File: config.mk
export PLATFORM = sky130hd
export DESIGN_NAME = pkwrl_cell
export DESIGN_NICKNAME = d
export VERILOG_FILES = /design/src/hdl/pkwrl_pkg.sv /design/src/hdl/pkwrl_cell.sv
export SDC_FILE = /design/constraint.sdc
export NUM_CORES = 1
export LEC_CHECK = 0
export BUFFER_PORTS_ARGS = -buffer_cell sky130_fd_sc_hd__buf_4
export CORE_ASPECT_RATIO = 2
export CORE_MARGIN = 4
export CORE_UTILIZATION = 53
export CTS_BUF_LIST = sky130_fd_sc_hd__clkbuf_2
export DETAILED_ROUTE_END_ITERATION = 10
export PLACE_DENSITY = 0.83
export SLEW_MARGIN = 15
export SYNTH_ARGS = -nofsm -noshare
export SYNTH_HDL_FRONTEND = slang
export SYNTH_SLANG_ARGS = --single-unit
File: constraint.sdc
create_clock -name clock -period 6.15 [get_ports clock]
set_input_delay 1.23 -clock clock [delete_from_list [all_inputs] [get_ports clock]]
set_output_delay 1.23 -clock clock [all_outputs]
set_load 0.03 [all_outputs]
File: src/hdl/pkwrl_pkg.sv
// Package for the per-key fixed-window rate limiter.
// Holds the shared types, codes and sizing constants.
// No dependencies; compiled first.
package pkwrl_pkg;

   localparam int NUM_BUCKETS_DEFAULT = 64;
   localparam int KEY_W               = 64;
   localparam int SECOND_W            = 32;
   localparam int LIMIT_W             = 16;
   localparam int COUNT_W             = 17;
   localparam int VERDICT_W           = 3;
   localparam int BUCKET_IDX_W        = 6;

   localparam logic [LIMIT_W-1:0] LIMIT_RESET = 16'd1000;

   typedef enum logic [VERDICT_W-1:0] {
      VERDICT_NEW_BUCKET = 3'd0,
      VERDICT_NEW_WINDOW = 3'd1,
      VERDICT_WITHIN     = 3'd2,
      VERDICT_OVER       = 3'd3,
      VERDICT_FULL       = 3'd4
   } verdict_type;

   typedef enum logic {
      ST_IDLE    = 1'b0,
      ST_RESOLVE = 1'b1
   } ctrl_state_type;

   // One event as seen by the bucket cells
   typedef struct packed {
      logic [KEY_W-1:0]    key;
      logic [SECOND_W-1:0] second;
   } item_type;

   // Registered per-cell lookup response; all-zero when the cell missed
   typedef struct packed {
      logic                 hit;
      logic                 allowed;
      logic [VERDICT_W-1:0] verdict;
   } cell_rsp_type;

endpackage

File: src/hdl/pkwrl_cell.sv
// One bucket of the rate limiter: key, window second, count and used mark.
// Compares against the broadcast event and updates itself on a hit; the used
// mark chains from the neighbor so the free frontier is found locally.
// Depends on pkwrl_pkg.
module pkwrl_cell (
   input  logic                              clock,
   input  logic                              reset,
   input  logic [pkwrl_pkg::LIMIT_W-1:0]     limit,
   input  logic                              lookup_en,
   input  pkwrl_pkg::item_type               lookup_item,
   input  logic                              claim_en,
   input  pkwrl_pkg::item_type               claim_item,
   input  logic                              prev_used,
   output logic                              used,
   output logic                              frontier,
   output pkwrl_pkg::cell_rsp_type           rsp
);
   import pkwrl_pkg::*;

   logic                 used_ff, used_in;
   logic [KEY_W-1:0]     key_ff, key_in;
   logic [SECOND_W-1:0]  second_ff, second_in;
   logic [COUNT_W-1:0]   count_ff, count_in;
   cell_rsp_type         rsp_ff, rsp_in;

   logic                 hit;
   logic [COUNT_W:0]     cnt_inc;
   logic [COUNT_W:0]     lim_p1;
   logic [COUNT_W:0]     cnt_sat;

   // First free cell after the used prefix
   assign frontier = !used_ff && prev_used;
   assign used     = used_ff;
   assign rsp      = rsp_ff;

   // Saturating count for a hit in the same window
   always_comb begin
      hit     = used_ff && (key_ff == lookup_item.key);
      cnt_inc = {1'b0, count_ff} + {{COUNT_W{1'b0}}, 1'b1};
      lim_p1  = {{(COUNT_W+1-LIMIT_W){1'b0}}, limit} + {{COUNT_W{1'b0}}, 1'b1};
      cnt_sat = (cnt_inc > lim_p1) ? lim_p1 : cnt_inc;
   end

   // Lookup update, claim and response
   always_comb begin
      used_in   = used_ff;
      key_in    = key_ff;
      second_in = second_ff;
      count_in  = count_ff;
      rsp_in    = rsp_ff;
      if (lookup_en) begin
         rsp_in = '0;
         if (hit) begin
            rsp_in.hit = 1'b1;
            if (second_ff != lookup_item.second) begin
               second_in      = lookup_item.second;
               count_in       = {{(COUNT_W-1){1'b0}}, 1'b1};
               rsp_in.allowed = 1'b1;
               rsp_in.verdict = VERDICT_NEW_WINDOW;
            end else begin
               count_in = cnt_sat[COUNT_W-1:0];
               if (cnt_sat <= {{(COUNT_W+1-LIMIT_W){1'b0}}, limit}) begin
                  rsp_in.allowed = 1'b1;
                  rsp_in.verdict = VERDICT_WITHIN;
               end else begin
                  rsp_in.allowed = 1'b0;
                  rsp_in.verdict = VERDICT_OVER;
               end
            end
         end
      end
      if (claim_en && frontier) begin
         used_in   = 1'b1;
         key_in    = claim_item.key;
         second_in = claim_item.second;
         count_in  = {{(COUNT_W-1){1'b0}}, 1'b1};
      end
   end

   always_ff @(posedge clock) begin
      if (reset) begin
         used_ff <= 1'b0;
      end else begin
         used_ff <= used_in;
      end
   end

   always_ff @(posedge clock) begin
      key_ff    <= key_in;
      second_ff <= second_in;
      count_ff  <= count_in;
      rsp_ff    <= rsp_in;
   end

endmodule

==> results of run 1 <==
[metrics by stage]
step	cells	worst slack, ns	util
6_report	1018	0.6384	0.7077
5_1_grt	1018	0.2175	0.7077
4_1_cts	1017	0.7306	0.7075
3_5_place_dp	986	0.01944	0.6829
3_3_place_gp	986	0.3223	0.6829
2_1_floorplan	625	0.6586	-
[metal layers]
layer / global-route usage / wire length (µm) / vias up / share of wire
li1: - / - / 2698 / -
met1: 0.2664 / 6616 / 2562 / 0.33
met2: 0.5062 / 11000 / 236 / 0.55
met3: 0.05711 / 1444 / 51 / 0.072
met4: 0.1403 / 953 / 0 / 0.048
met5: 0 / 0 / - / 0
[cell families after synthesis]
kind of cell	Yosys count	share of synthesized area
XOR/XNOR	102	0.1327
other	1	0.0005571
buffers and inverters	62	0.03940
AO/OA/AOI/OAI	74	0.08513
flip-flops	118	0.4996
adder cells (fa/ha/maj)	35	0.06506
AND/OR/NAND/NOR	221	0.1595
multiplexers	12	0.01803
[final cells by class]
type                       instances  area [µm²]  area share
sequential                       118        3363      0.3807
inverter                          51       192.7     0.02181
multi-input combinational        445        3114      0.3526
antenna                            1       2.502   0.0002833
tap                              150       187.7     0.02125
clock buffer                      17       85.08    0.009632
clock inverter                    14       221.5     0.02507
timing repair buffer             222        1667      0.1887
[cell usage after synthesis, types with 3 or more instances]
cell type,instances,area [µm²]
a2111o_1,3,33.78
o21ai_0,5,25.02
a22o_1,17,148.9
a21oi_1,9,45.04
ha_1,35,437.9
clkbuf_1,6,22.52
dfxtp_1,18,360.4
nor3_1,7,35.03
and4_1,6,52.55
o21a_1,5,37.54
edfxtp_1,100,3003
nor2_1,12,45.04
nand3_1,20,100.1
nor4_1,16,100.1
o22ai_1,6,37.54
nand2b_1,7,43.79
inv_1,50,187.7
nand2_1,113,424.2
nor2b_1,13,81.33
nand4_1,20,125.1
o211ai_1,3,22.52
a21o_1,6,45.04
a21bo_2,4,40.04
mux2i_1,11,110.1
xnor2_1,44,385.4
xor2_1,58,508.0
[worst paths after layout]
kind	startpoint	end	slack, ns
worst max-delay path	limit[0]	rsp[3]$_SDFFCE_PN0P_	0.64
worst min-delay path	used$_SDFFE_PP0P_	used$_SDFFE_PP0P_	0.54
worst max register to register	count_ff[0]$_SDFFE_PP1P_	rsp[3]$_SDFFCE_PN0P_	0.68
worst min register to register	used$_SDFFE_PP0P_	used$_SDFFE_PP0P_	0.54
[sequential cells by signal, indices dropped and copies added (netlist names)]
register / cells
count_ff: 17
used: 1
second_ff: 32
rsp: 4
key_ff: 64
[power breakdown]
| group | leakage (nW) | switching (W) | internal [W] |
|---|---|---|---|
| combinational | 2.71 | 0.000126 | 0.000143 |
| clock | 0.180 | 0.000311 | 0.000312 |
| sequential | 1.08 | 0.0000133 | 0.000908 |
| total | 3.97 | 0.000450 | 0.00136 |
[worst max-delay path: stages]
cell and delay (ns):
buf_4 0.11, ha_1 0.19, nand3_1 0.20, nor3_1 0.55, nand3_1 0.17, xnor2_1 0.17, ha_1 0.30, nand4_1 0.11
nor2_1 0.16, nand4_1 0.14, o211ai_1 0.29, nand2_2 0.27, buf_4 0.27, mux2i_1 0.25, ha_1 0.31, a21o_1 0.19
a21o_1 0.16, a21oi_1 0.13, a31oi_1 0.12, o31ai_1 0.30, nand3_1 0.11, a21boi_0 0.23
==> results.json, run 1 <==
{
  "drt_iter0_drc": 240,
  "drt.antenna.violating_nets": 0,
  "yosys_warnings": 0,
  "cp-end-kind": "flip-flop",
  "status": "completed",
  "max_freq_mhz": 181.4,
  "skew_ns": 0.03283,
  "cts_hold_buf": 0,
  "syn_inst": 625,
  "crit_fanout": 10,
  "die-area_um2": 14680,
  "hold_path_depth": 2,
  "cp_data_arrival_time_ns": 5.96,
  "syn_nets": 873,
  "ir_worst_vdd_mv": 0.1647,
  "min_period_ns": 5.512,
  "async_flop_share": 0,
  "worst_pin_slew_ns": 1.142,
  "rsz0062_at_grt": "false",
  "hold_viol": 0,
  "grt_pass1_vias": 5842,
  "maxSlewViolCount": 0,
  "grt_max_degree": 98,
  "finalNetCount": 1103,
  "final_cell_area_um2": 8833,
  "grt_overflow": 0,
  "core_area_um2": 12480,
  "worstSetupStartpointType": "primary input",
  "cap_violations": 0,
  "drt_wl_total_mm": 20.01,
  "grt_pass1_wl_mm": 29.96,
  "power_leakage_nw": 3.968,
  "wire_per_inst_um": 19.66,
  "via_per_inst": 5.449,
  "synth_seq_cells": 118,
  "layout_common_cells": "buf_4, nand2_1, edfxtp_1, xor2_1, inv_1",
  "power_w": 0.001814,
  "cts_resized": 0,
  "maxSlewHeadroom": 0.2387,
  "place_area_um2": 8524,
  "tns_ns": 0,
  "clk_latency_ns": 0.65,
  "io_pins": 220,
  "ys_types": 53,
  "h-tree-depth": 4,
  "cts_buffer_depth": 2,
  "drive_above_1_share": 0.3057,
  "die_x_um": 87.69,
  "timing.final.crit_share": 0.8962,
  "num_rows": 58,
  "syn-mean-instance-area_um2": 10.77,
  "setup_viol": 0,
  "syn_area_um2": 6731,
  "fillers": 950,
  "route.detailed.drc": 0,
  "cts_tree": "built",
  "synth-main-ff-cell": "edfxtp_1",
  "criticalPathCategory": "primary input to flip-flop",
  "area_growth_pct": 31.23,
  "die_y_um": 167.4,
  "cts_buffers": 17,
  "cts_setup_buffers": 0,
  "clk_pin_slew_ns": 0.19,
  "hpwl_mm": 16.32,
  "final_common_cell": "buf_4",
  "whs_ns": 0.5401,
  "portBuffers": 218,
  "power_density_nw_per_um2": 205.3,
  "synth_edf_count": 100,
  "antenna_found_initial": 1,
  "hold_path_class": "flip-flop to flip-flop",
  "reg2reg_depth": 21,
  "gp_congestion": 1.008,
  "grt_usage": 0.2707,
  "required_ns": 6.60,
  "first_pass_iters": 4,
  "routed-via-count": 5547,
  "start_util": 0.5393,
  "clock-sinks": 118,
  "cts_root_buf": "clkbuf_2",
  "synth-seq-area-share": 0.4996
}
(Power assumes the default switching activity.)
==> run 2: changes to the inputs <==
==> constraint.sdc (replaced) <==
create_clock -name clock -period 6.15 [get_ports clock]
set_input_delay 0.615 -clock clock [delete_from_list [all_inputs] [get_ports clock]]
set_output_delay 0.615 -clock clock [all_outputs]
set_load 0.03 [all_outputs]
==> results.json, run 2 (same netlist as run 1, synthesis figures left out) <==
{
  "status": "completed",
  "start_util": 0.5393,
  "rsz0062_at_grt": "false",
  "drt.antenna.violating_nets": 0,
  "layout.area.seq_um2": 3363,
  "die_y_um": 167.4,
  "clk_pin_slew_ns": 0.23,
  "place_area_um2": 8532,
  "maxSlewViolCount": 0,
  "top_register": "key_ff",
  "cts_buffers": 17,
  "crit_fanout": 7,
  "via_per_inst": 5.631,
  "fillers": 916,
  "ir_worst_vdd_mv": 0.1501,
  "final_cell_area_um2": 8921,
  "power_leakage_nw": 3.998,
  "criticalPathCategory": "flip-flop to flip-flop",
  "clk_latency_ns": 0.67,
  "hpwl_mm": 16.86,
  "h-tree-depth": 4,
  "whs_ns": 0.09698,
  "grt_usage": 0.2816,
  "final_common_cell": "buf_4",
  "cts_buffer_depth": 2,
  "tns_ns": 0,
  "hold_path_class": "primary input to flip-flop",
  "routed-via-count": 5811,
  "antenna_found_initial": 1,
  "layout_common_cells": "buf_4, nand2_1, edfxtp_1, xor2_1, inv_1",
  "grt_overflow": 0,
  "worst_pin_slew_ns": 1.183,
  "gp_congestion": 1.001,
  "multi_input_area_um2": 3114,
  "die_x_um": 87.69,
  "cp_data_arrival_time_ns": 5.93,
  "portBuffers": 218,
  "cts_root_buf": "clkbuf_2",
  "reg.largest.list": "key_ff x64, second_ff x32, count_ff x17",
  "finalNetCount": 1116,
  "first_pass_iters": 5,
  "min_period_ns": 5.534,
  "drive_above_1_share": 0.3031,
  "maxSlewHeadroom": 0.2117,
  "drt_wl_total_mm": 21.37,
  "hold_viol": 0,
  "grt_pass1_wl_mm": 30.91,
  "cp-end-kind": "flip-flop",
  "finalWorstSetupSlack_ns": 0.6160,
  "io_pins": 220,
  "cap_violations": 0,
  "setup_viol": 0,
  "drt_iter0_drc": 371,
  "timing.final.crit_share": 0.8998,
  "wire_per_inst_um": 20.71,
  "area_growth_pct": 32.53,
  "cts_setup_buffers": 0,
  "grt_max_degree": 98,
  "worstSetupStartpointType": "flip-flop",
  "dp_slack_ns": 0.6016,
  "core_area_um2": 12480,
  "largest_reg_flops": 64,
  "cts_tree": "built",
  "die-area_um2": 14680,
  "skew_ns": 0.05614,
  "cts_resized": 0,
  "power_density_nw_per_um2": 196.6,
  "route.detailed.drc": 0,
  "clock-sinks": 118,
  "max_freq_mhz": 180.7,
  "cts_hold_buf": 0,
  "fin_util": 0.7147,
  "grt_pass1_vias": 6091,
  "num_rows": 58,
  "required_ns": 6.55
}
==> run 2: changes by cell type in the layout (fill, tap and decap cells not counted) <==
cell           delta
clkbuf_2          +1
clkinv_4          +3
inv_6             -3
clkinvlp_4        +2
buf_4             +1
dlygate4sd3_1    +12
bufinv_16         -2
==> run 2: where the power goes <==
group          internal, W  leakage (nW)  switching, W
clock network     0.000232         0.155      0.000322
logic             0.000148          2.76      0.000129
registers         0.000908          1.08     0.0000143
==> run 2: worst paths after layout <==
check | startpoint | endpoint | slack [ns] | cells past startpoint
min reg2reg | count_ff[15]$_SDFFE_PP0P_ | count_ff[15]$_SDFFE_PP0P_ | 0.56 | 1
max reg2reg | count_ff[6]$_SDFFE_PP0P_ | rsp[0]$_SDFFCE_PN0P_ | 0.62 | 20
min | claim_item[70] | key_ff[38]$_DFFE_PP_ | 0.1 | 1
max | count_ff[6]$_SDFFE_PP0P_ | rsp[0]$_SDFFCE_PN0P_ | 0.62 | 20
==> run 2: metal layers <==
metal  GRT usage  share of wire
met4      0.1369          0.047
met5           0              0
met1      0.2572           0.31
met2      0.5391           0.56
met3     0.07779          0.088
==> run 2: stage by stage <==
| step | power [W] | cells |
|---|---|---|
| 6_report | 0.001754 | 1032 |
| 5_1_grt | 0.001832 | 1032 |
| 4_1_cts | 0.001753 | 1019 |
| 3_5_place_dp | 0.001208 | 987 |
| 3_3_place_gp | 0.001197 | 987 |
| 2_1_floorplan | 0.001050 | 625 |
==> run 2: cell type report <==
| class | instances | share of cell area |
|---|---|---|
| clock buffer | 18 | 0.01010 |
| inverter | 51 | 0.02160 |
| sequential | 118 | 0.3770 |
| tap | 150 | 0.02104 |
| antenna | 1 | 0.0002805 |
| timing repair buffer | 235 | 0.2011 |
| clock inverter | 14 | 0.01978 |
| multi-input combinational | 445 | 0.3491 |
==> run 2: critical path, cell delays in order (launching register included) <==
cell and delay, ns:
dfxtp_1 0.49, nand4_1 0.34, nor4_2 0.56, nand4_1 0.18, xor2_1 0.21, inv_1 0.07, ha_1 0.32, nand4_1 0.12
nor2_1 0.16, nand4_1 0.15, o211ai_1 0.29, nand2_2 0.28, mux2i_1 0.37, ha_1 0.31, a21oi_1 0.17, nor2_1 0.06
a2111oi_0 0.41, nor2_1 0.10, o31ai_1 0.40, nand2_1 0.11, o21a_1 0.18
==> run 3: changes to the inputs <==
Settings changed: CELL_PAD_IN_SITES_DETAIL_PLACEMENT set to 1, CELL_PAD_IN_SITES_GLOBAL_PLACEMENT set to 2, CORE_ASPECT_RATIO 2 to not set, CORE_UTILIZATION 53 to 32, PLACE_DENSITY 0.83 to not set, PLACE_DENSITY_LB_ADDON set to 0.1.
==> results.json, run 3 (same netlist as run 1, synthesis figures left out) <==
{
  "cts_resized": 0,
  "layout_common_cells": "buf_4, nand2_1, edfxtp_1, xor2_1, inv_1",
  "layout.area.seq_um2": 3363,
  "drt_iter0_drc": 246,
  "ir_worst_vdd_mv": 0.09485,
  "worstSetupStartpointType": "flip-flop",
  "criticalPathCategory": "flip-flop to flip-flop",
  "cp_data_arrival_time_ns": 5.72,
  "cap_violations": 0,
  "clk_pin_slew_ns": 0.19,
  "setup_viol": 0,
  "rrSetupSlack_ns": 0.89,
  "route.detailed.drc": 0,
  "reg2reg_depth": 20,
  "cts_tree": "built",
  "area_growth_pct": 39.98,
  "clock-sinks": 118,
  "reg.largest.list": "key_ff x64, second_ff x32, count_ff x17",
  "start_util": 0.3295,
  "max_freq_mhz": 190.1,
  "via_per_inst": 4.794,
  "cts_buffer_depth": 2,
  "cp-end-kind": "flip-flop",
  "drt_wl_total_mm": 21.94,
  "fillers": 2359,
  "crit_fanout": 11,
  "die_y_um": 153.0,
  "core_area_um2": 20430,
  "io_pins": 220,
  "multi_input_area_um2": 3114,
  "worst_pin_slew_ns": 1.057,
  "routed-via-count": 5714,
  "largest_reg_flops": 64,
  "grt_overflow": 0,
  "required_ns": 6.61,
  "drive_above_1_share": 0.2898,
  "wire_per_inst_um": 18.40,
  "timing.final.crit_share": 0.8552,
  "portBuffers": 218,
  "grt_pass1_wl_mm": 33.58,
  "antenna_found_initial": 3,
  "hp-start": "claim_item[75]",
  "num_rows": 52,
  "hpwl_mm": 16.90,
  "gp_congestion": 0.8275,
  "grt_max_degree": 74,
  "cts_buffers": 17,
  "status": "completed",
  "finalNetCount": 1153,
  "reg2reg_to": "rsp[0]$_SDFFCE_PN0P_",
  "top_register": "key_ff",
  "whs_ns": 0.1007,
  "die-area_um2": 23420,
  "holdPathEnd": "key_ff[43]$_DFFE_PP_",
  "grt_pass1_vias": 6232,
  "skew_ns": 0.03701,
  "hold_path_depth": 1,
  "first_pass_iters": 4,
  "grt_usage": 0.1810,
  "maxSlewViolCount": 0,
  "min_period_ns": 5.259,
  "h-tree-depth": 4,
  "final_common_cell": "buf_4",
  "drt.antenna.violating_nets": 0,
  "die_x_um": 153.0,
  "reg2reg_from": "count_ff[2]$_SDFFE_PP0P_",
  "tns_ns": 0,
  "rsz0062_at_grt": "false",
  "power_leakage_nw": 4.136,
  "hold_path_class": "primary input to flip-flop",
  "hold_viol": 0,
  "maxSlewHeadroom": 0.2923,
  "clk_latency_ns": 0.69,
  "cts_root_buf": "clkbuf_2",
  "power_density_nw_per_um2": 184.2
}
run 3: changes by cell type in the layout (fill, tap and decap cells not counted), sizes merged:
cell         before  now
dlygate4sd3      12   49
diode             1    4
bufinv            3    2
clkbuf           18   17
clkinvlp          2    3
inv              52   53
run 3: worst max-delay path by stage:
| stage | end | start | cells after the start |
|---|---|---|---|
| after global placement | rsp[0]$_SDFFCE_PN0P_ | limit[0] | 22 |
| after global routing | rsp[3]$_SDFFCE_PN0P_ | count_ff[0]$_SDFFE_PP1P_ | 20 |
| after CTS | rsp[0]$_SDFFCE_PN0P_ | count_ff[2]$_SDFFE_PP0P_ | 20 |
| after floorplan | rsp[0]$_SDFFCE_PN0P_ | limit[0] | 21 |
| after detailed placement | rsp[0]$_SDFFCE_PN0P_ | limit[0] | 23 |
| final | rsp[0]$_SDFFCE_PN0P_ | count_ff[2]$_SDFFE_PP0P_ | 20 |
run 3: worst max-delay path: stages, from the launching register on:
cell,delay (ns)
dfxtp_1,0.48
nand4_1,0.23
nor4_1,0.64
nand2_1,0.14
xnor2_1,0.18
ha_1,0.33
nand4_1,0.13
nor2_1,0.16
nand4_1,0.14
o211ai_1,0.31
nand2_2,0.37
buf_4,0.29
mux2i_1,0.23
ha_1,0.29
a21oi_1,0.15
nor2b_1,0.06
o211ai_1,0.15
a31oi_1,0.15
o31ai_1,0.32
nand2_1,0.10
o21a_1,0.18
run 3: final cells by class:
type | instances | share of cell area
Clock inverter | 15 | 0.01633
Antenna cell | 4 | 0.001062
Timing Repair Buffer | 272 | 0.2297
Inverter | 51 | 0.02058
Tap cell | 270 | 0.03585
Clock buffer | 17 | 0.009029
Multi-Input combinational cell | 445 | 0.3305
Sequential cell | 118 | 0.3569
run 3: routing by layer:
metal	vias to the layer above	track usage	routed length (µm)
met5	-	0	0
met4	0	0.05049	386
met3	25	0.05146	1385
met2	169	0.3103	10880
met1	2725	0.2232	9280
li1	2795	-	-
run 3: power breakdown:
group / switching [W] / total [W] / internal, W / leakage (nW)
Combinational: 0.000131 / 0.000294 / 0.000163 / 2.92
Clock: 0.000332 / 0.000519 / 0.000187 / 0.138
Sequential: 0.0000140 / 0.000922 / 0.000908 / 1.08
Total: 0.000477 / 0.00174 / 0.00126 / 4.14
run 3: what timing repair did:
item	CTS	global route
hold buffers	27	22
endpoints found under the hold margin	27	22
buffers inserted	0	0
run 3: metrics by stage:
| step | instance area (µm²) | power (W) | worst slack [ns] | std cells | utilization |
|---|---|---|---|---|---|
| final | 9423 | 0.001736 | 0.8906 | 1192 | 0.4612 |
| after global routing | 9420 | 0.001827 | 0.3713 | 1191 | 0.4611 |
| after CTS | 9193 | 0.001757 | 0.9168 | 1166 | 0.4500 |
| after detailed placement | 8683 | 0.001209 | 0.7449 | 1107 | 0.4250 |
| after global placement | 8683 | 0.001199 | 0.9676 | 1107 | 0.4250 |
| after floorplan | 6731 | 0.001050 | 1.274 | 625 | - |
